===== src/cbm_pkg.sv =====
`timescale 1ns / 1ps

package cbm_pkg;

  localparam int unsigned MAX_ROM_BANKS      = 128;
  localparam int unsigned ROM_BANK_BYTES     = 16384;
  localparam int unsigned MAX_RAM_BANKS      = 4;
  localparam int unsigned RAM_BANK_MAX_BYTES = 8192;

  localparam int unsigned ROM_BYTES = MAX_ROM_BANKS * ROM_BANK_BYTES;
  localparam int unsigned RAM_BYTES = MAX_RAM_BANKS * RAM_BANK_MAX_BYTES;
  localparam int unsigned ROM_AW    = $clog2(ROM_BYTES);
  localparam int unsigned RAM_AW    = $clog2(RAM_BYTES);
  localparam int unsigned RAM_OFF_W = $clog2(RAM_BANK_MAX_BYTES);
  localparam int unsigned ROM_OFF_W = $clog2(ROM_BANK_BYTES);

  localparam int unsigned CFG_IDX_W  = 2;
  localparam int unsigned CFG_DATA_W = 14;

  localparam int unsigned Q_DEPTH = 2;

  localparam logic [7:0]  ROM_BANKS_RST = 8'd2;
  localparam logic [2:0]  RAM_BANKS_RST = 3'd0;
  localparam logic [13:0] RAM_BYTES_RST = 14'd8192;
  localparam logic [7:0]  BIG_ROM_BANKS = 8'd32;
  localparam logic [3:0]  RAM_EN_KEY    = 4'hA;
  localparam logic [7:0]  OPEN_BUS      = 8'hFF;

  typedef enum logic [1:0] {
    REG_ROM_BANKS = 2'd0,
    REG_RAM_BANKS = 2'd1,
    REG_RAM_BYTES = 2'd2
  } cfg_reg_e;

  typedef enum logic [1:0] {
    REQ_READ  = 2'd0,
    REQ_WRITE = 2'd1,
    REQ_LOAD  = 2'd2,
    REQ_NONE  = 2'd3
  } req_e;

  typedef enum logic [2:0] {
    OP_ROM_RD,
    OP_RAM_RD,
    OP_OPEN_RD,
    OP_ROM_WR,
    OP_RAM_WR
  } op_e;

  typedef struct packed {
    op_e              op;
    logic [ROM_AW-1:0] addr;
    logic [7:0]       data;
  } q_entry_t;

endpackage


===== src/cbm_front.sv =====
`timescale 1ns / 1ps

module cbm_front (
  input  logic                             clk_i,
  input  logic                             rst_ni,
  input  logic                             cfg_we_i,
  input  logic [cbm_pkg::CFG_IDX_W-1:0]    cfg_idx_i,
  input  logic [cbm_pkg::CFG_DATA_W-1:0]   cfg_wdata_i,
  input  logic                             in_valid_i,
  output logic                             in_ready_o,
  input  logic [1:0]                       req_type_i,
  input  logic [15:0]                      bus_address_i,
  input  logic [7:0]                       write_byte_i,
  input  logic [20:0]                      load_index_i,
  input  logic                             clearing_i,
  input  logic                             q_full_i,
  output logic                             q_push_o,
  output cbm_pkg::q_entry_t                q_entry_o
);
  import cbm_pkg::*;

  logic [7:0]  rom_banks_q;
  logic [2:0]  ram_banks_q;
  logic [13:0] ram_bytes_q;
  logic        ram_on_q, ram_on_d;
  logic [4:0]  prim_q, prim_d;
  logic [1:0]  sec_q, sec_d;
  logic        mode_q, mode_d;

  logic                 accept;
  logic                 push;
  logic [7:0]           rom_mask;
  logic [13:0]          ram_size_mask;
  logic                 big_rom;
  logic                 multi_ram;
  logic                 ram_ok;
  logic                 ram_win;
  logic [RAM_OFF_W-1:0] ram_off;
  logic [RAM_AW-1:0]    ram_idx;
  logic [6:0]           rom_bank;
  logic [4:0]           wr_low5;

  assign in_ready_o = !clearing_i && !q_full_i;
  assign accept     = in_valid_i && in_ready_o;

  assign rom_mask      = rom_banks_q - 8'd1;
  assign ram_size_mask = ram_bytes_q - 14'd1;
  assign big_rom       = rom_banks_q > BIG_ROM_BANKS;
  assign multi_ram     = ram_banks_q > 3'd1;
  assign ram_ok        = ram_on_q && (ram_banks_q != 3'd0);
  assign ram_win       = bus_address_i[15:13] == 3'b101;
  assign ram_off       = bus_address_i[RAM_OFF_W-1:0] & ram_size_mask[RAM_OFF_W-1:0];
  assign ram_idx       = {(multi_ram ? sec_q : 2'b00), ram_off};
  assign wr_low5       = write_byte_i[4:0];

  // fixed window follows the secondary bank only on large carts
  always_comb begin
    if (bus_address_i[14]) begin
      rom_bank = big_rom ? {sec_q, prim_q} : {2'b00, prim_q};
    end else begin
      rom_bank = big_rom ? {sec_q, 5'b00000} : 7'd0;
    end
  end

  always_comb begin
    push           = 1'b0;
    q_entry_o.op   = OP_OPEN_RD;
    q_entry_o.addr = '0;
    q_entry_o.data = write_byte_i;
    unique case (req_e'(req_type_i))
      REQ_READ: begin
        push = 1'b1;
        if (ram_win) begin
          q_entry_o.op   = ram_ok ? OP_RAM_RD : OP_OPEN_RD;
          q_entry_o.addr = ROM_AW'(ram_idx);
        end else if (bus_address_i[15]) begin
          q_entry_o.op = OP_OPEN_RD;
        end else begin
          q_entry_o.op   = OP_ROM_RD;
          q_entry_o.addr = {rom_bank, bus_address_i[ROM_OFF_W-1:0]};
        end
      end
      REQ_WRITE: begin
        push           = ram_win && ram_ok;
        q_entry_o.op   = OP_RAM_WR;
        q_entry_o.addr = ROM_AW'(ram_idx);
      end
      REQ_LOAD: begin
        push           = 1'b1;
        q_entry_o.op   = OP_ROM_WR;
        q_entry_o.addr = load_index_i[ROM_AW-1:0];
      end
      default: begin
        push = 1'b0;
      end
    endcase
  end

  assign q_push_o = accept && push;

  // bank register writes in the 0x0000-0x7fff window
  always_comb begin
    ram_on_d = ram_on_q;
    prim_d   = prim_q;
    sec_d    = sec_q;
    mode_d   = mode_q;
    if (accept && (req_e'(req_type_i) == REQ_WRITE) && !bus_address_i[15]) begin
      unique case (bus_address_i[14:13])
        2'b00: ram_on_d = write_byte_i[3:0] == RAM_EN_KEY;
        2'b01: prim_d = (wr_low5 == 5'd0) ? 5'd1 : (wr_low5 & rom_mask[4:0]);
        2'b10: begin
          if (big_rom) begin
            sec_d = write_byte_i[1:0] & rom_mask[6:5];
          end else if (multi_ram) begin
            sec_d = write_byte_i[1:0];
          end
        end
        default: begin
          if (big_rom || multi_ram) begin
            mode_d = write_byte_i[0];
          end
        end
      endcase
    end
  end

  always_ff @(posedge clk_i or negedge rst_ni) begin
    if (!rst_ni) begin
      rom_banks_q <= ROM_BANKS_RST;
      ram_banks_q <= RAM_BANKS_RST;
      ram_bytes_q <= RAM_BYTES_RST;
      ram_on_q    <= 1'b0;
      prim_q      <= 5'd1;
      sec_q       <= 2'd0;
      mode_q      <= 1'b0;
    end else begin
      ram_on_q <= ram_on_d;
      prim_q   <= prim_d;
      sec_q    <= sec_d;
      mode_q   <= mode_d;
      if (cfg_we_i) begin
        unique case (cfg_reg_e'(cfg_idx_i))
          REG_ROM_BANKS: rom_banks_q <= cfg_wdata_i[7:0];
          REG_RAM_BANKS: ram_banks_q <= cfg_wdata_i[2:0];
          REG_RAM_BYTES: ram_bytes_q <= cfg_wdata_i;
          default: begin
          end
        endcase
      end
    end
  end

endmodule


===== config.mk =====
export PLATFORM = sky130hd
export DESIGN_NAME = cbm_front
export DESIGN_NICKNAME = d
export VERILOG_FILES = /design/src/cbm_pkg.sv /design/src/cbm_front.sv
export SDC_FILE = /design/constraint.sdc
export NUM_CORES = 1
export LEC_CHECK = 0
export ABC_CLOCK_PERIOD_IN_PS = 4300
export BUFFER_PORTS_ARGS = -buffer_cell sky130_fd_sc_hd__buf_2
export CAP_MARGIN = 20
export CORE_MARGIN = 2
export CORE_UTILIZATION = 50
export CTS_CLUSTER_DIAMETER = 120
export CTS_CLUSTER_SIZE = 8
export DETAILED_ROUTE_END_ITERATION = 10
export GPL_ROUTABILITY_DRIVEN = 0
export PLACE_DENSITY = 0.85
export SKIP_LAST_GASP = 1
export SLEW_MARGIN = 20
export SYNTH_ARGS = -nofsm -noshare
export SYNTH_HDL_FRONTEND = slang
export SYNTH_SLANG_ARGS = --single-unit

===== constraint.sdc =====
create_clock -name clk_i -period 4.3 [get_ports clk_i]
set_input_delay 0 -clock clk_i [delete_from_list [all_inputs] [get_ports clk_i]]
set_output_delay 0 -clock clk_i [all_outputs]
set_load 0.01 [all_outputs]

==> results.json <==
{
  "outcome": "completed",
  "coreArea_sq_mm": 0.00429,
  "syn_nets": 302,
  "synth_top_area_share": 0.342,
  "syn_inst": 231,
  "finalCritPeriodShare": 0.566,
  "drv_cap": 0,
  "required_ns": 4.30,
  "die_h_um": 70.2,
  "dr.pass1.iters": 4,
  "drive_gt1_frac": 0.331,
  "yosys.area.top_type": "dfrtp_1",
  "syn_to_final_growth_pct": 33.3,
  "finalWirelength_mm": 5.83,
  "drcViolationCount": 0,
  "start_kind": "register",
  "combPwrFrac": 0.290,
  "setup_viol": 0,
  "via_count": 2225,
  "insertedDiodeCount": 0,
  "clk_pin_slew_ns": 0.07,
  "wire_per_inst_um": 15.1,
  "synthArstFlopShare": 1.00,
  "seq_power_share": 0.444,
  "fmax_mhz": 411,
  "vdd_ir_drop_max_uv": 189,
  "power_frac_clock": 0.266,
  "setup_tns_ns": 0,
  "fin_skew_ns": 0.00300,
  "final_max_slew_viol_count": 0,
  "grt_pass1_wl_mm": 9.39,
  "io_pins": 103,
  "drtAntennaViolNets": 0,
  "drt_iter0_drc": 62,
  "antenna_found_initial": 0,
  "swShare": 0.332,
  "min_period_ns": 2.43,
  "start_util": 0.510,
  "synthFlopType": "dfrtp_1",
  "power.density_mw_per_mm2": 317,
  "synth_area_sq_mm": 0.00219,
  "yosysWarnings": 0,
  "holdWs_ns": 0.00000448,
  "synth_enable_flop_cells": 0,
  "cts_buffers": 5,
  "ys_seq_elements": 32,
  "die-area_sq_mm": 0.00493,
  "clkSinkCount": 32,
  "grt_max_degree": 33,
  "worstPathArrival_ns": 2.43,
  "clockRootBuffer": "clkbuf_8",
  "endpoint_kind": "output pin",
  "die_w_um": 70.2,
  "synth_area_leaders": "dfrtp_1 34%, mux2_1 11%, nand2_1 3.4%",
  "cts-resized-gates": 0,
  "overflow": 0,
  "final_nets": 405,
  "post-route-util": 0.681,
  "hold_path_class": "primary input to output pin",
  "hold_viol": 0,
  "relSlewSlack": 0.345,
  "power.total_mw": 0.925,
  "syn_area_per_cell_sq_um": 9.49,
  "path_max_fanout": 5,
  "tightestPinTransition_ns": 0.979,
  "tritoncts": "built",
  "rsz0062_at_grt": "no",
  "place_hpwl_mm": 4.40,
  "internal-power_mw": 0.618,
  "clock_latency_ns": 0.29,
  "grt_usage": 0.235,
  "power.leakage_nw": 1.33,
  "synth_cell_types": 54,
  "rows": 24,
  "ys_seq_area_frac": 0.366,
  "place.port_buffers": 95,
  "clock_tree.buffer_depth": 2,
  "via_per_inst": 5.75,
  "h-tree-depth": 2,
  "grt_pass1_vias": 2073,
  "critPathKind": "register to output pin",
  "p_sw_mw": 0.307
}
-- repair_timing --
item,in CTS,in global routing
buffers inserted,0,0
endpoints found under the hold margin,58,0
hold buffers,19,0
endpoints found under the setup margin,0,0
-- worst paths after layout --
check	cells after the start	from	endpoint	slack (ns)
max	7	ram_bytes_q[0]$_DFFE_PN0P_	q_entry_o[18]	1.87
min	0	write_byte_i[6]	q_entry_o[6]	0.000004
max reg2reg	6	rom_banks_q[0]$_DFFE_PN0P_	sec_q[0]$_DFFE_PN0P_	2.11
min reg2reg	2	prim_q[0]$_DFFE_PN1P_	prim_q[0]$_DFFE_PN1P_	0.47
max in group asynchronous	2	rst_ni	ram_bytes_q[10]$_DFFE_PN0P_	3.56
min in group asynchronous	2	rst_ni	rom_banks_q[3]$_DFFE_PN0P_	0.29
-- cell type report --
class / count / area (sq um)
Tap cell: 52 / 65.1
Fill cell: 329 / 1370
Clock buffer: 6 / 82.6
Timing Repair Buffer: 114 / 666
Inverter: 8 / 30.0
Multi-Input combinational cell: 173 / 1260
Clock inverter: 2 / 15.0
Sequential cell: 32 / 803
-- power groups by stage --
stage	registers [mW]	logic, mW	clock network (mW)
floorplan	0.397	0.174	0
global placement	0.410	0.246	0
detailed placement	0.414	0.253	0
CTS	0.409	0.268	0.251
global route	0.419	0.298	0.263
finish	0.411	0.268	0.246
-- layer usage --
metal,vias to the layer above,global-route usage,wire (um)
li1,1073,-,-
met1,1043,0.315,2600
met2,98,0.387,2710
met3,11,0.0332,397
met4,0,0.0876,119
met5,-,0,0
-- layout by cell type (no fill, tap or decap), types with 3 or more instances in the layout --
master	n
buf_2	95
dfrtp_1	30
mux2_1	22
nand2_1	20
dlygate4sd3_1	19
nor2_1	13
o21ai_1	10
o22ai_1	10
inv_1	7
a22oi_1	7
a21oi_1	7
a32o_1	7
xor2_1	6
clkbuf_8	6
xnor2_1	5
a22o_1	5
nand3_1	5
o21ai_0	5
nor3_1	4
nor2b_1	3
-- critical path, stage by stage, from the launching register on --
cell,delay (ns)
dfrtp_1,0.43
inv_1,0.07
ha_1,0.19
nor4b_1,0.70
nand3_1,0.18
xnor2_1,0.18
a32o_1,0.26
buf_2,0.13
-- cells by family after synthesis --
family | share of synthesized area
mux | 0.120
buf+inv | 0.0582
compound gates | 0.219
simple gates | 0.177
flops | 0.366
xor+xnor | 0.0439
fa+ha+maj | 0.0160
-- stage by stage --
step | worst slack [ns] | instances | area (sq um)
6_report | 1.87 | 387 | 2920
5_1_grt | 1.69 | 387 | 2920
4_1_cts | 1.87 | 387 | 2920
3_5_place_dp | 2.14 | 360 | 2640
3_3_place_gp | 2.21 | 360 | 2640
2_1_floorplan | 2.27 | 231 | 2190
-- Yosys cell counts, types with 7 or more instances --
| library cell | instances |
|---|---|
| inv_1 | 7 |
| dfrtp_1 | 30 |
| mux2_1 | 22 |
| a32o_1 | 7 |
| a21oi_1 | 7 |
| o22ai_1 | 10 |
| clkbuf_1 | 8 |
| nand2_1 | 20 |
| nor2_1 | 13 |
| buf_4 | 8 |
| o21ai_1 | 10 |
| a22oi_1 | 7 |
-- registers in the layout, indices dropped and copies added, names as in the netlist --
signal / flops
sec_q: 2
ram_bytes_q: 13
prim_q: 5
rom_banks_q: 8
ram_banks_q: 3
ram_on_q: 1
(Power assumes the default switching activity.)
