File: src/cbm_pkg.sv
`timescale 1ns / 1ps

package cbm_pkg;

  localparam int unsigned MAX_ROM_BANKS      = 128;
  localparam int unsigned ROM_BANK_BYTES     = 16384;
  localparam int unsigned MAX_RAM_BANKS      = 4;
  localparam int unsigned RAM_BANK_MAX_BYTES = 8192;

  localparam int unsigned ROM_BYTES = MAX_ROM_BANKS * ROM_BANK_BYTES;
  localparam int unsigned RAM_BYTES = MAX_RAM_BANKS * RAM_BANK_MAX_BYTES;
  localparam int unsigned ROM_AW    = $clog2(ROM_BYTES);
  localparam int unsigned RAM_AW    = $clog2(RAM_BYTES);
  localparam int unsigned RAM_OFF_W = $clog2(RAM_BANK_MAX_BYTES);
  localparam int unsigned ROM_OFF_W = $clog2(ROM_BANK_BYTES);

  localparam int unsigned CFG_IDX_W  = 2;
  localparam int unsigned CFG_DATA_W = 14;

  localparam int unsigned Q_DEPTH = 2;

  localparam logic [7:0]  ROM_BANKS_RST = 8'd2;
  localparam logic [2:0]  RAM_BANKS_RST = 3'd0;
  localparam logic [13:0] RAM_BYTES_RST = 14'd8192;
  localparam logic [7:0]  BIG_ROM_BANKS = 8'd32;
  localparam logic [3:0]  RAM_EN_KEY    = 4'hA;
  localparam logic [7:0]  OPEN_BUS      = 8'hFF;

  typedef enum logic [1:0] {
    REG_ROM_BANKS = 2'd0,
    REG_RAM_BANKS = 2'd1,
    REG_RAM_BYTES = 2'd2
  } cfg_reg_e;

  typedef enum logic [1:0] {
    REQ_READ  = 2'd0,
    REQ_WRITE = 2'd1,
    REQ_LOAD  = 2'd2,
    REQ_NONE  = 2'd3
  } req_e;

  typedef enum logic [2:0] {
    OP_ROM_RD,
    OP_RAM_RD,
    OP_OPEN_RD,
    OP_ROM_WR,
    OP_RAM_WR
  } op_e;

  typedef struct packed {
    op_e              op;
    logic [ROM_AW-1:0] addr;
    logic [7:0]       data;
  } q_entry_t;

endpackage

File: src/cbm_queue.sv
`timescale 1ns / 1ps

module cbm_queue (
  input  logic              clk_i,
  input  logic              rst_ni,
  input  logic              push_i,
  input  cbm_pkg::q_entry_t entry_i,
  output logic              full_o,
  output logic              valid_o,
  input  logic              pop_i,
  output cbm_pkg::q_entry_t entry_o
);
  import cbm_pkg::*;

  localparam int unsigned PTR_W = (Q_DEPTH > 1) ? $clog2(Q_DEPTH) : 1;
  localparam int unsigned CNT_W = $clog2(Q_DEPTH + 1);

  q_entry_t          slot_q [Q_DEPTH];
  logic [PTR_W-1:0]  wr_ptr_q, rd_ptr_q;
  logic [CNT_W-1:0]  cnt_q;
  logic              do_push, do_pop;

  assign full_o  = cnt_q == CNT_W'(Q_DEPTH);
  assign valid_o = cnt_q != '0;
  assign entry_o = slot_q[rd_ptr_q];
  assign do_push = push_i && !full_o;
  assign do_pop  = pop_i && valid_o;

  always_ff @(posedge clk_i) begin
    if (do_push) begin
      slot_q[wr_ptr_q] <= entry_i;
    end
  end

  always_ff @(posedge clk_i or negedge rst_ni) begin
    if (!rst_ni) begin
      wr_ptr_q <= '0;
      rd_ptr_q <= '0;
      cnt_q    <= '0;
    end else begin
      if (do_push) begin
        wr_ptr_q <= (wr_ptr_q == PTR_W'(Q_DEPTH - 1)) ? '0 : wr_ptr_q + 1'b1;
      end
      if (do_pop) begin
        rd_ptr_q <= (rd_ptr_q == PTR_W'(Q_DEPTH - 1)) ? '0 : rd_ptr_q + 1'b1;
      end
      if (do_push && !do_pop) begin
        cnt_q <= cnt_q + 1'b1;
      end else if (do_pop && !do_push) begin
        cnt_q <= cnt_q - 1'b1;
      end
    end
  end

endmodule

File: config.mk
export PLATFORM = sky130hd
export DESIGN_NAME = cbm_queue
export DESIGN_NICKNAME = d
export VERILOG_FILES = /design/src/cbm_pkg.sv /design/src/cbm_queue.sv
export SDC_FILE = /design/constraint.sdc
export NUM_CORES = 1
export LEC_CHECK = 0
export ABC_AREA = 1
export BUFFER_PORTS_ARGS = -buffer_cell sky130_fd_sc_hd__buf_2
export CORE_MARGIN = 2
export CORE_UTILIZATION = 53
export CTS_CLUSTER_DIAMETER = 30
export DETAILED_ROUTE_END_ITERATION = 7
export PLACE_DENSITY = 0.8
export SLEW_MARGIN = 20
export SYNTH_ARGS = -nofsm -noshare
export SYNTH_HDL_FRONTEND = slang
export SYNTH_SLANG_ARGS = --single-unit
File: constraint.sdc
create_clock -name clk_i -period 2.64 [get_ports clk_i]
set_clock_uncertainty 0.1 [all_clocks]
set_input_delay 0.264 -clock clk_i [delete_from_list [all_inputs] [get_ports clk_i]]
set_output_delay 0.264 -clock clk_i [all_outputs]
set_load 0.02 [all_outputs]
==> reports/results.txt, run 1 <==
Status: complete, no violations
Area growth from synthesis to layout: 20.31%
Cts-stage hold buffer count: 1
Leak: 0.001557 µW
Synth Area in Compound Gates: 0.001710
Setup tns final: 0 ps
I/O Pins: 70
WL/cell: 13.06 µm
Final Max Slew Viols: 0
Critical path class: reg -> out
Root Buffer: clkbuf_8
Worst VDD drop: 734.1 µV
Number of synthesized register bits: 68
Crit-path max FO: 23
Most frequent cells in the layout: buf_2 (69), edfxtp_1 (64), nand2_1 (44)
Register area share after synthesis: 0.6909
Final wirelength: 4623 µm
Switch share: 0.3907
CTS tree: done
Gate power share: 0.395
Most common cell after layout, fill and taps aside: buf_2
Final GP Congestion: 0.7334
Crit path required time: 2280 ps
Synth Area in XOR/XNOR: 0.002993
Ys async rst share: 0.05882
Slew @ Worst Pin: 491.3 ps
Nature of the critical path endpoint: output port
Avg Vias per Cell: 4.621
Syn Nets: 236
N_diodes: 0
Mux contribution to synthesized area: 0
Reg2reg setup slack: 1010 ps
Overall die width: 78.31 µm
Worst setup SP type: register
Full die area: 0.006132 mm²
Power per cell area: 1176 mW/mm²
Num CTS Buffers: 9
H-Tree Depth: 3
CP arrival: 1670 ps
Avg Cell Area, Syn: 14.71 µm²
Pre-CTS setup slack: 935.7 ps
Final Setup Violations: 0
DRC errors left: 0
Period minus WS final: 2035 ps
Share of post-route cells with drive strength above 1: 0.5496
Final ANT Viol Nets: 0
Reg clk slew, reported paths: 70 ps
Number of global-route vias before repair: 1642
Post-synth EDFFs: 64
Dpl hpwl: 3097 µm
Net Sw Power: 1618 µW
Initial antenna violation count: 0
Fin. Hold Viols: 0
DR pass1 iterations: 6
Cell area after synthesis: 0.002927 mm²
Via count: 1636
Simple logic cell fraction of the synthesized area: 0.2552
Port Buffers: 69
Num rows: 27
Largest family of logic cells by synthesized area: simple AND/OR/NAND/NOR gates
CORE AREA: 0.005405 mm²
Die height: 78.31 µm
Max-Cap Viols: 0
Cts repair resizes: 0
Final setup margin: 605.2 ps
RSZ-0062 raised after global routing: no
FMAX: 491.5 MHz
GRT overflow: 0
Longest Clk Path Bufs: 2
Largest net degree at the start of global routing: 34
Initial core utilization: 0.5414
Number of setup buffers added after CTS: 0
Worst skew pair latency: 320 ps
Starting DRT DRC Count: 70
Clock power frac: 0.211
GRT Overall Usage: 0.1647
Adder-cell share of the synthesized area: 0.004275
CTS sink cnt: 68
Synth Flop Type: edfxtp_1
Power Internal: 2523 µW
Worst hold-check path type: in -> reg
Fin nets: 314
Period Utilization, post-route: 0.7707
Slew HR: 0.6725
Unique cell type count in the Yosys netlist: 19
Synth Instances: 199
Synth warn: 0
Sequential power share: 0.394
First-pass GRT wire length: 7341 µm
[cell usage after synthesis (2+ instances only)]
cell type  count  area, µm²
edfxtp_1      64       1922
nand2_1       44      165.2
nand2_2       33      206.5
nand2_4       30      337.8
inv_1          5      18.77
dfrtp_1        4      100.1
buf_12         3      60.06
buf_4          3      22.52
inv_2          2      7.510
nand3_1        2      10.01
[power by group through the flow]
stage / Combinational (µW) / Sequential [µW] / Clock, µW
detailed placement: 1660 / 1650 / 0
finish: 1640 / 1630 / 874
global route: 1780 / 1650 / 938
CTS: 1670 / 1630 / 896
floorplan: 1350 / 1610 / 0
global placement: 1630 / 1640 / 0
[sequential cells by signal, indices dropped and copies added (netlist names)]
name and flops:
wr_ptr_q 1, slot_q 64, rd_ptr_q 1, cnt_q 2
[per-stage QoR]
stage	hold slack [ps]	utilization	cells	cell area, µm²	total power, µW
final	25.90	0.6514	354	3521	4141
after global routing	5.909	0.6514	354	3521	4374
after CTS	10.10	0.6514	354	3521	4194
after detailed placement	-23.63	0.6116	337	3306	3315
after global placement	-25.31	0.6116	337	3306	3271
after floorplan	-131.6	-	199	2927	2966
[cell families (layout without fill, tap and decap cells)]
group	count (synthesis)	count (layout)
flops	68	68
simple gates	113	113
xor+xnor	1	1
buf+inv	15	98
compound gates	1	1
fa+ha+maj	1	1
[metal layers]
layer	track usage	vias to the layer above	wire length (µm)
met1	0.1856	758	1846
met3	0.05862	8	267
met4	0.08070	0	79
li1	-	818	-
met2	0.2784	52	2429
met5	0	-	0
[worst paths after layout]
path / from / to / cells past startpoint
setup / recovery: rd_ptr_q / entry_o[8] / 4
hold / removal: entry_i[19] / slot_q[0][19] / 1
setup reg to reg: cnt_q[0] / slot_q[1][31] / 3
hold reg to reg: wr_ptr_q / wr_ptr_q / 2
max in group asynchronous: rst_ni / rd_ptr_q / 2
min in group asynchronous: rst_ni / cnt_q[1] / 2
[area by class of cell]
cell class | instances | area [µm²]
sequential | 68 | 2022
fill | 417 | 1884
multi-input combinational | 116 | 780.7
timing repair buffer | 74 | 385.4
clock buffer | 9 | 123.9
tap | 72 | 90.09
clock inverter | 7 | 81.33
inverter | 8 | 37.54
[critical path: stages (launching register included)]
cell	delay, ps
dfrtp_1	650
buf_4	350
nand2_1	100
nand2_2	90
buf_2	160
Note: power is estimated with default switching activity, not from simulation.
==> run 2: changes to the inputs <==
--- a/config.mk
+++ b/config.mk
@@ -5,10 +5,10 @@
 export SDC_FILE = /design/constraint.sdc
 export NUM_CORES = 1
 export LEC_CHECK = 0
-export ABC_AREA = 1
+export ABC_AREA = 0
 export BUFFER_PORTS_ARGS = -buffer_cell sky130_fd_sc_hd__buf_2
 export CORE_MARGIN = 2
-export CORE_UTILIZATION = 53
+export CORE_UTILIZATION = 52
 export CTS_CLUSTER_DIAMETER = 30
 export DETAILED_ROUTE_END_ITERATION = 7
 export PLACE_DENSITY = 0.8
==> constraint.sdc (replaced) <==
create_clock -name clk_i -period 1.9 [get_ports clk_i]
set_clock_uncertainty 0.1 [all_clocks]
set_input_delay 0.19 -clock clk_i [delete_from_list [all_inputs] [get_ports clk_i]]
set_output_delay 0.19 -clock clk_i [all_outputs]
set_load 0.02 [all_outputs]
==> reports/results.txt, run 2 <==
Status: complete, no violations (unchanged)
Leak: 0.001476 µW (was 0.001557 µW)
Longest Clk Path Bufs: 2 (unchanged)
Initial core utilization: 0.5315 (was 0.5414)
Number of synthesized register bits: 68 (unchanged)
Final ANT Viol Nets: 0 (unchanged)
Worst setup SP type: register (unchanged)
DRC errors left: 0 (unchanged)
Met1 Usage GRT: 0.1797 (was 0.1856)
Avg Vias per Cell: 4.698 (was 4.621)
Post-synth top area share: 0.7218 (was 0.6567)
Synth top cells by count: edfxtp_1 (64), mux2_4 (29), dfrtp_1 (4) (was edfxtp_1 (64), nand2_1 (44), nand2_2 (33))
Worst hold slack: 22.43 ps (was 25.90 ps)
Post-DP Area: 0.003078 mm² (was 0.003306 mm²)
Max incr delay on CP: 370 ps (was 650 ps)
WL/cell: 15.44 µm (was 13.06 µm)
Worst-path cell chain: buf_6 -> mux2_2 -> buf_2 (was buf_4 -> nand2_1 -> nand2_2 -> buf_2)
H-Tree Depth: 3 (unchanged)
Most common cell after layout, fill and taps aside: buf_2 (unchanged)
GRT Max-Usage Layer: met2 (unchanged)
Largest net degree at the start of global routing: 21 (was 34)
Post-synth EDFFs: 64 (unchanged)
Synth warn: 0 (unchanged)
Overall die width: 75.56 µm (was 78.31 µm)
Full die area: 0.005709 mm² (was 0.006132 mm²)
GRT overflow: 0 (unchanged)
N_diodes: 0 (unchanged)
Num CTS Buffers: 9 (unchanged)
Fin. Hold Viols: 0 (unchanged)
Root Buffer: clkbuf_8 (unchanged)
CTS sink cnt: 68 (unchanged)
DR pass1 iterations: 4 (was 6)
Nature of the critical path endpoint: output port (unchanged)
Worst hold-check path type: in -> reg (unchanged)
Syn Nets: 156 (was 236)
Synth Instances: 119 (was 199)
Delay-heaviest family, CP: buffers and inverters (was flip-flops)
Starting DRT DRC Count: 54 (was 70)
Num rows: 26 (was 27)
Power per cell area: 1469 mW/mm² (was 1176 mW/mm²)
Met3 global-route usage: 0.03704 (was 0.05862)
FMAX: 565.4 MHz
CP Buf/Inv Count: 2 (unchanged)
Via count: 1447 (was 1636)
I/O Pins: 70 (unchanged)
Final wirelength: 4754 µm (was 4623 µm)
Synth Flop Type: edfxtp_1 (unchanged)
Period minus WS final: 1769 ps
Critical Path Slowest Stage Cell: dfrtp_2 (was dfrtp_1)
Die height: 75.56 µm (was 78.31 µm)
Largest registers: slot_q (64), cnt_q (2) (unchanged)
Post-Layout Inst Area: 0.003585 mm² (was 0.003521 mm²)
Worst skew pair latency: 320 ps (about the same)
Largest cells by area after synthesis: edfxtp_1 (72%), mux2_4 (16%), dfrtp_1 (3.8%) (was edfxtp_1 (66%), nand2_4 (12%), nand2_2 (7.1%))
Initial antenna violation count: 0 (unchanged)
GRT Overall Usage: 0.1733 (was 0.1647)
Grt met2 use: 0.3266 (was 0.2784)
Dpl hpwl: 3091 µm (was 3097 µm)
Pwr Total: 5267 µW (was 4141 µW)
Number of global-route vias before repair: 1531 (was 1642)
CTS tree: done (unchanged)
CORE AREA: 0.005010 mm² (was 0.005405 mm²)
Ys async rst share: 0.05882 (unchanged)
Share of post-route cells with drive strength above 1: 0.5042 (was 0.5496)
RSZ-0062 raised after global routing: no (unchanged)
Crit path required time: 1610 ps (was 2280 ps)
Crit-path max FO: 20 (was 23)
Area growth from synthesis to layout: 34.63% (was 20.31%)
Slew HR: 0.8307 (was 0.6725)
Biggest register: slot_q (unchanged)
CP arrival: 1480 ps (was 1670 ps)
Reg clk slew, reported paths: 60 ps (was 70 ps)
Cell area after synthesis: 0.002663 mm² (was 0.002927 mm²)
Slew @ Worst Pin: 253.9 ps (was 491.3 ps)
Port Buffers: 69 (unchanged)
Period Utilization, post-route: 0.9308
Register area share after synthesis: 0.7594 (was 0.6909)
Worst VDD drop: 1174 µV (was 734.1 µV)
Critical path class: reg -> out (unchanged)
Final Setup Violations: 0 (unchanged)
Final GP Congestion: 0.6272 (was 0.7334)
Most frequent cells in the layout: buf_2 (69), edfxtp_1 (64), dlygate4sd3_1 (33) (was buf_2 (69), edfxtp_1 (64), nand2_1 (44))
Max-Cap Viols: 0 (unchanged)
Fin nets: 271 (was 314)
Max reg flops: 64 (unchanged)
Synth area leader: edfxtp_1 (unchanged)
Setup tns final: 0 ps (unchanged)
Final Max Slew Viols: 0 (unchanged)
Top-count cell post-synth: edfxtp_1 (unchanged)
First-pass GRT wire length: 6831 µm (was 7341 µm)
Unique cell type count in the Yosys netlist: 16 (was 19)
Avg Cell Area, Syn: 22.37 µm² (was 14.71 µm²)
run 2: timing repair:
action | in CTS | in global routing
buffers inserted | 0 | 0
setup endpoints to repair | 0 | 2
hold endpoints to repair | 68 | 0
hold buffers | 33 | 0
resized for setup | 0 | 1
run 2: cell families after synthesis:
family	Yosys count	synth area share
buffers and inverters	6	0.02961
muxes	32	0.1762
and+or+nand+nor	7	0.01363
xor gates and xnor gates	5	0.01645
DFF	68	0.7594
adders and majority gates	1	0.004698
run 2: cell type report:
| cell class | instances | area, µm² |
|---|---|---|
| flip-flops and latches | 68 | 2023 |
| fillers | 370 | 1425 |
| repair buffers | 108 | 724.4 |
| multi-input cells | 45 | 569.3 |
| clock buffers | 11 | 131.4 |
| well taps | 70 | 87.58 |
| clock inverters | 4 | 41.29 |
| inverters | 2 | 7.507 |
run 2: power by group:
group	leakage, µW	internal, µW	switching, µW
clock	0.0000859	587	477
sequential	0.000640	2060	124
combinational	0.000750	929	1090
run 2: per-layer routing:
metal	part of all wire	wire length (µm)
met1	0.37	1779
met2	0.57	2699
met3	0.039	187
met4	0.019	88
met5	0	0
run 2: stage by stage:
step | std cells | util | setup WS (ps)
2_1_floorplan | 119 | - | 42.09
3_3_place_gp | 260 | 0.6144 | 381.6
3_5_place_dp | 260 | 0.6144 | 248.3
4_1_cts | 308 | 0.7148 | 36.83
5_1_grt | 308 | 0.7155 | 62.93
6_report | 308 | 0.7155 | 131.5
run 2: worst register-to-register path, cell delays in order (launching register included):
cell and delay, ps:
dfrtp_1 420, nand2b_1 200, nand2_1 170, inv_1 60
ha_1 180, xor2_1 150, nor2_1 110, xor2_1 170
run 2: final timing paths:
| kind | from | depth (start not counted) | slack, ps | endpoint |
|---|---|---|---|---|
| max | rd_ptr_q | 3 | 130 | entry_o[15] |
| min | pop_i | 3 | 20 | rd_ptr_q |
| max reg2reg | cnt_q[0] | 7 | 250 | cnt_q[1] |
| min reg2reg | cnt_q[1] | 1 | 420 | cnt_q[1] |
| max in group asynchronous | rst_ni | 2 | 1450 | rd_ptr_q |
| min in group asynchronous | rst_ni | 2 | 100 | cnt_q[0] |
==> run 3: changes to the inputs <==
--- a/config.mk
+++ b/config.mk
@@ -7,7 +7,6 @@
 export LEC_CHECK = 0
 export ABC_AREA = 0
 export BUFFER_PORTS_ARGS = -buffer_cell sky130_fd_sc_hd__buf_2
-export CORE_MARGIN = 2
 export CORE_UTILIZATION = 52
 export CTS_CLUSTER_DIAMETER = 30
 export DETAILED_ROUTE_END_ITERATION = 7
==> reports/results.txt, run 3 (synthesized netlist as in run 2, its figures left out) <==
Worst hold slack: 42.21 ps (was 22.43 ps)
Worst-path cell chain: buf_4 -> mux2_4 -> buf_2 (was buf_6 -> mux2_2 -> buf_2)
CP Buf/Inv Count: 2 (unchanged)
Via count: 1458 (was 1447)
Biggest register: slot_q (unchanged)
Setup tns final: 0 ps (unchanged)
Leak: 0.001478 µW (was 0.001476 µW)
GRT Overall Usage: 0.1877 (was 0.1733)
I/O Pins: 70 (unchanged)
Share of post-route cells with drive strength above 1: 0.5105 (was 0.5042)
Num CTS Buffers: 9 (unchanged)
H-Tree Depth: 3 (unchanged)
Worst VDD drop: 863.5 µV (was 1174 µV)
Critical path endpoint: entry_o[1] (was entry_o[15])
Worst setup SP type: register (unchanged)
Max reg flops: 64 (unchanged)
Slew HR: 0.8100 (was 0.8307)
Critical Path Source: rd_ptr_q (unchanged)
Port Buffers: 69 (unchanged)
Full die area: 0.005410 mm² (was 0.005709 mm²)
Dpl hpwl: 3238 µm (was 3091 µm)
Slew @ Worst Pin: 285.0 ps (was 253.9 ps)
Met3 routed WL: 274 µm (was 187 µm)
Initial core utilization: 0.5527 (was 0.5315)
Max incr delay on CP: 390 ps (was 370 ps)
Most common cell after layout, fill and taps aside: buf_2 (unchanged)
Largest registers: slot_q (64), cnt_q (2) (unchanged)
Pre-CTS setup slack: 210.9 ps (was 248.3 ps)
Avg Vias per Cell: 4.765 (was 4.698)
CORE AREA: 0.004817 mm² (was 0.005010 mm²)
Final GP Congestion: 0.7176 (was 0.6272)
DRC errors left: 0 (unchanged)
Crit-path max FO: 12 (was 20)
Reg2reg start: cnt_q[0] (unchanged)
Worst skew pair latency: 330 ps (was 320 ps)
Reg clk slew, reported paths: 60 ps (about the same)
Final Max Slew Viols: 0 (unchanged)
Reg2reg setup slack: 190 ps (was 250 ps)
Critical path class: reg -> out (unchanged)
Worst hold-check path type: in -> reg (unchanged)
Delay-heaviest family, CP: buffers and inverters (unchanged)
CP arrival: 1470 ps (was 1480 ps)
Starting DRT DRC Count: 96 (was 54)
N_diodes: 0 (unchanged)
Critical Path Slowest Stage Cell: dfrtp_2 (unchanged)
DR pass1 iterations: 4 (unchanged)
Final wirelength: 4831 µm (was 4754 µm)
M1 wire length: 1821 µm (was 1779 µm)
Num rows: 25 (was 26)
Overall die width: 73.56 µm (was 75.56 µm)
First-pass GRT wire length: 6962 µm (was 6831 µm)
Crit. path cell count: 3 (unchanged)
Status: complete, no violations (unchanged)
Routed length on met2: 2589 µm (was 2699 µm)
FMAX: 568.3 MHz (was 565.4 MHz)
RSZ-0062 raised after global routing: no (unchanged)
Fin nets: 271 (unchanged)
Max-Cap Viols: 0 (unchanged)
Post-DP Area: 0.003087 mm² (was 0.003078 mm²)
CTS tree: done (unchanged)
Nature of the critical path endpoint: output port (unchanged)
Final setup margin: 140.2 ps (was 131.5 ps)
Number of setup buffers added after CTS: 0 (unchanged)
Most frequent cells in the layout: buf_2 (69), edfxtp_1 (64), dlygate4sd3_1 (33) (unchanged)
Top Metal Used: met4 (unchanged)
Period minus WS final: 1760 ps (was 1769 ps)
Final ANT Viol Nets: 0 (unchanged)
Cts repair resizes: 0 (unchanged)
GRT overflow: 0 (unchanged)
Area growth from synthesis to layout: 34.45% (was 34.63%)
Crit Reg-Reg Endpoint: cnt_q[1] (unchanged)
Post-Layout Inst Area: 0.003580 mm² (was 0.003585 mm²)
CTS sink cnt: 68 (unchanged)
Largest net degree at the start of global routing: 22 (was 21)
Initial antenna violation count: 0 (unchanged)
Longest Clk Path Bufs: 2 (unchanged)
Die height: 73.56 µm (was 75.56 µm)
Final Setup Violations: 0 (unchanged)
Worst R2R Path Depth: 7 (unchanged)
Crit path required time: 1610 ps (about the same)
Number of global-route vias before repair: 1493 (was 1531)
Fin. Hold Viols: 0 (unchanged)
Post-layout util: 0.7431 (was 0.7155)
Period Utilization, post-route: 0.9262 (was 0.9308)
Power per cell area: 1465 mW/mm² (was 1469 mW/mm²)
WL/cell: 15.79 µm (was 15.44 µm)
Root Buffer: clkbuf_8 (unchanged)
## run 3: cell count changes in the layout (fill, tap and decap cells not counted)
cell	before	now
clkinv_1	3	0
clkbuf_1	2	4
clkinv_2	0	2
buf_12	0	1
buf_6	1	0
bufinv_16	1	0
clkbuf_8	9	10
## run 3: how the worst min path moves through the flow
stage	startpoint	endpoint	slack (ps)	cells past startpoint
2_1_floorplan	rst_ni	cnt_q[0]	-210	0
3_3_place_gp	rst_ni	cnt_q[0]	-110	1
3_5_place_dp	rst_ni	wr_ptr_q	-100	1
4_1_cts	pop_i	rd_ptr_q	30	3
5_1_grt	pop_i	rd_ptr_q	40	3
6_report	pop_i	rd_ptr_q	40	3
## run 3: worst min-delay path: stages
cell	delay, ps
buf_2	110
nand2_2	80
xnor2_1	60
## run 3: layer usage
| layer | vias up | GRT usage |
|---|---|---|
| li1 | 686 | - |
| met1 | 688 | 0.1994 |
| met2 | 66 | 0.3282 |
| met3 | 18 | 0.05898 |
| met4 | 0 | 0.1068 |
| met5 | - | 0 |
## run 3: what timing repair did
action                                  4_1_cts  5_1_grt
endpoints found under the setup margin        0        0
endpoints found under the hold margin        68        0
hold buffers                                 33        0
## run 3: cell type report
class / count / area, µm²
Clock buffer: 14 / 152.6
Tap cell: 67 / 83.83
Sequential cell: 68 / 2023
Timing Repair Buffer: 108 / 733.2
Multi-Input combinational cell: 45 / 569.3
Clock inverter: 2 / 10.01
Fill cell: 304 / 1237
Inverter: 2 / 7.507
## run 3: through the flow
| stage | instances | power [µW] |
|---|---|---|
| 2_1_floorplan | 119 | 3761 |
| 3_3_place_gp | 257 | 4136 |
| 3_5_place_dp | 257 | 4240 |
| 4_1_cts | 306 | 5276 |
| 5_1_grt | 306 | 5462 |
| 6_report | 306 | 5245 |
## run 3: where the power goes
part / internal [µW] / switching, µW
Combinational: 949 / 1110
Clock: 507 / 489
Sequential: 2060 / 134
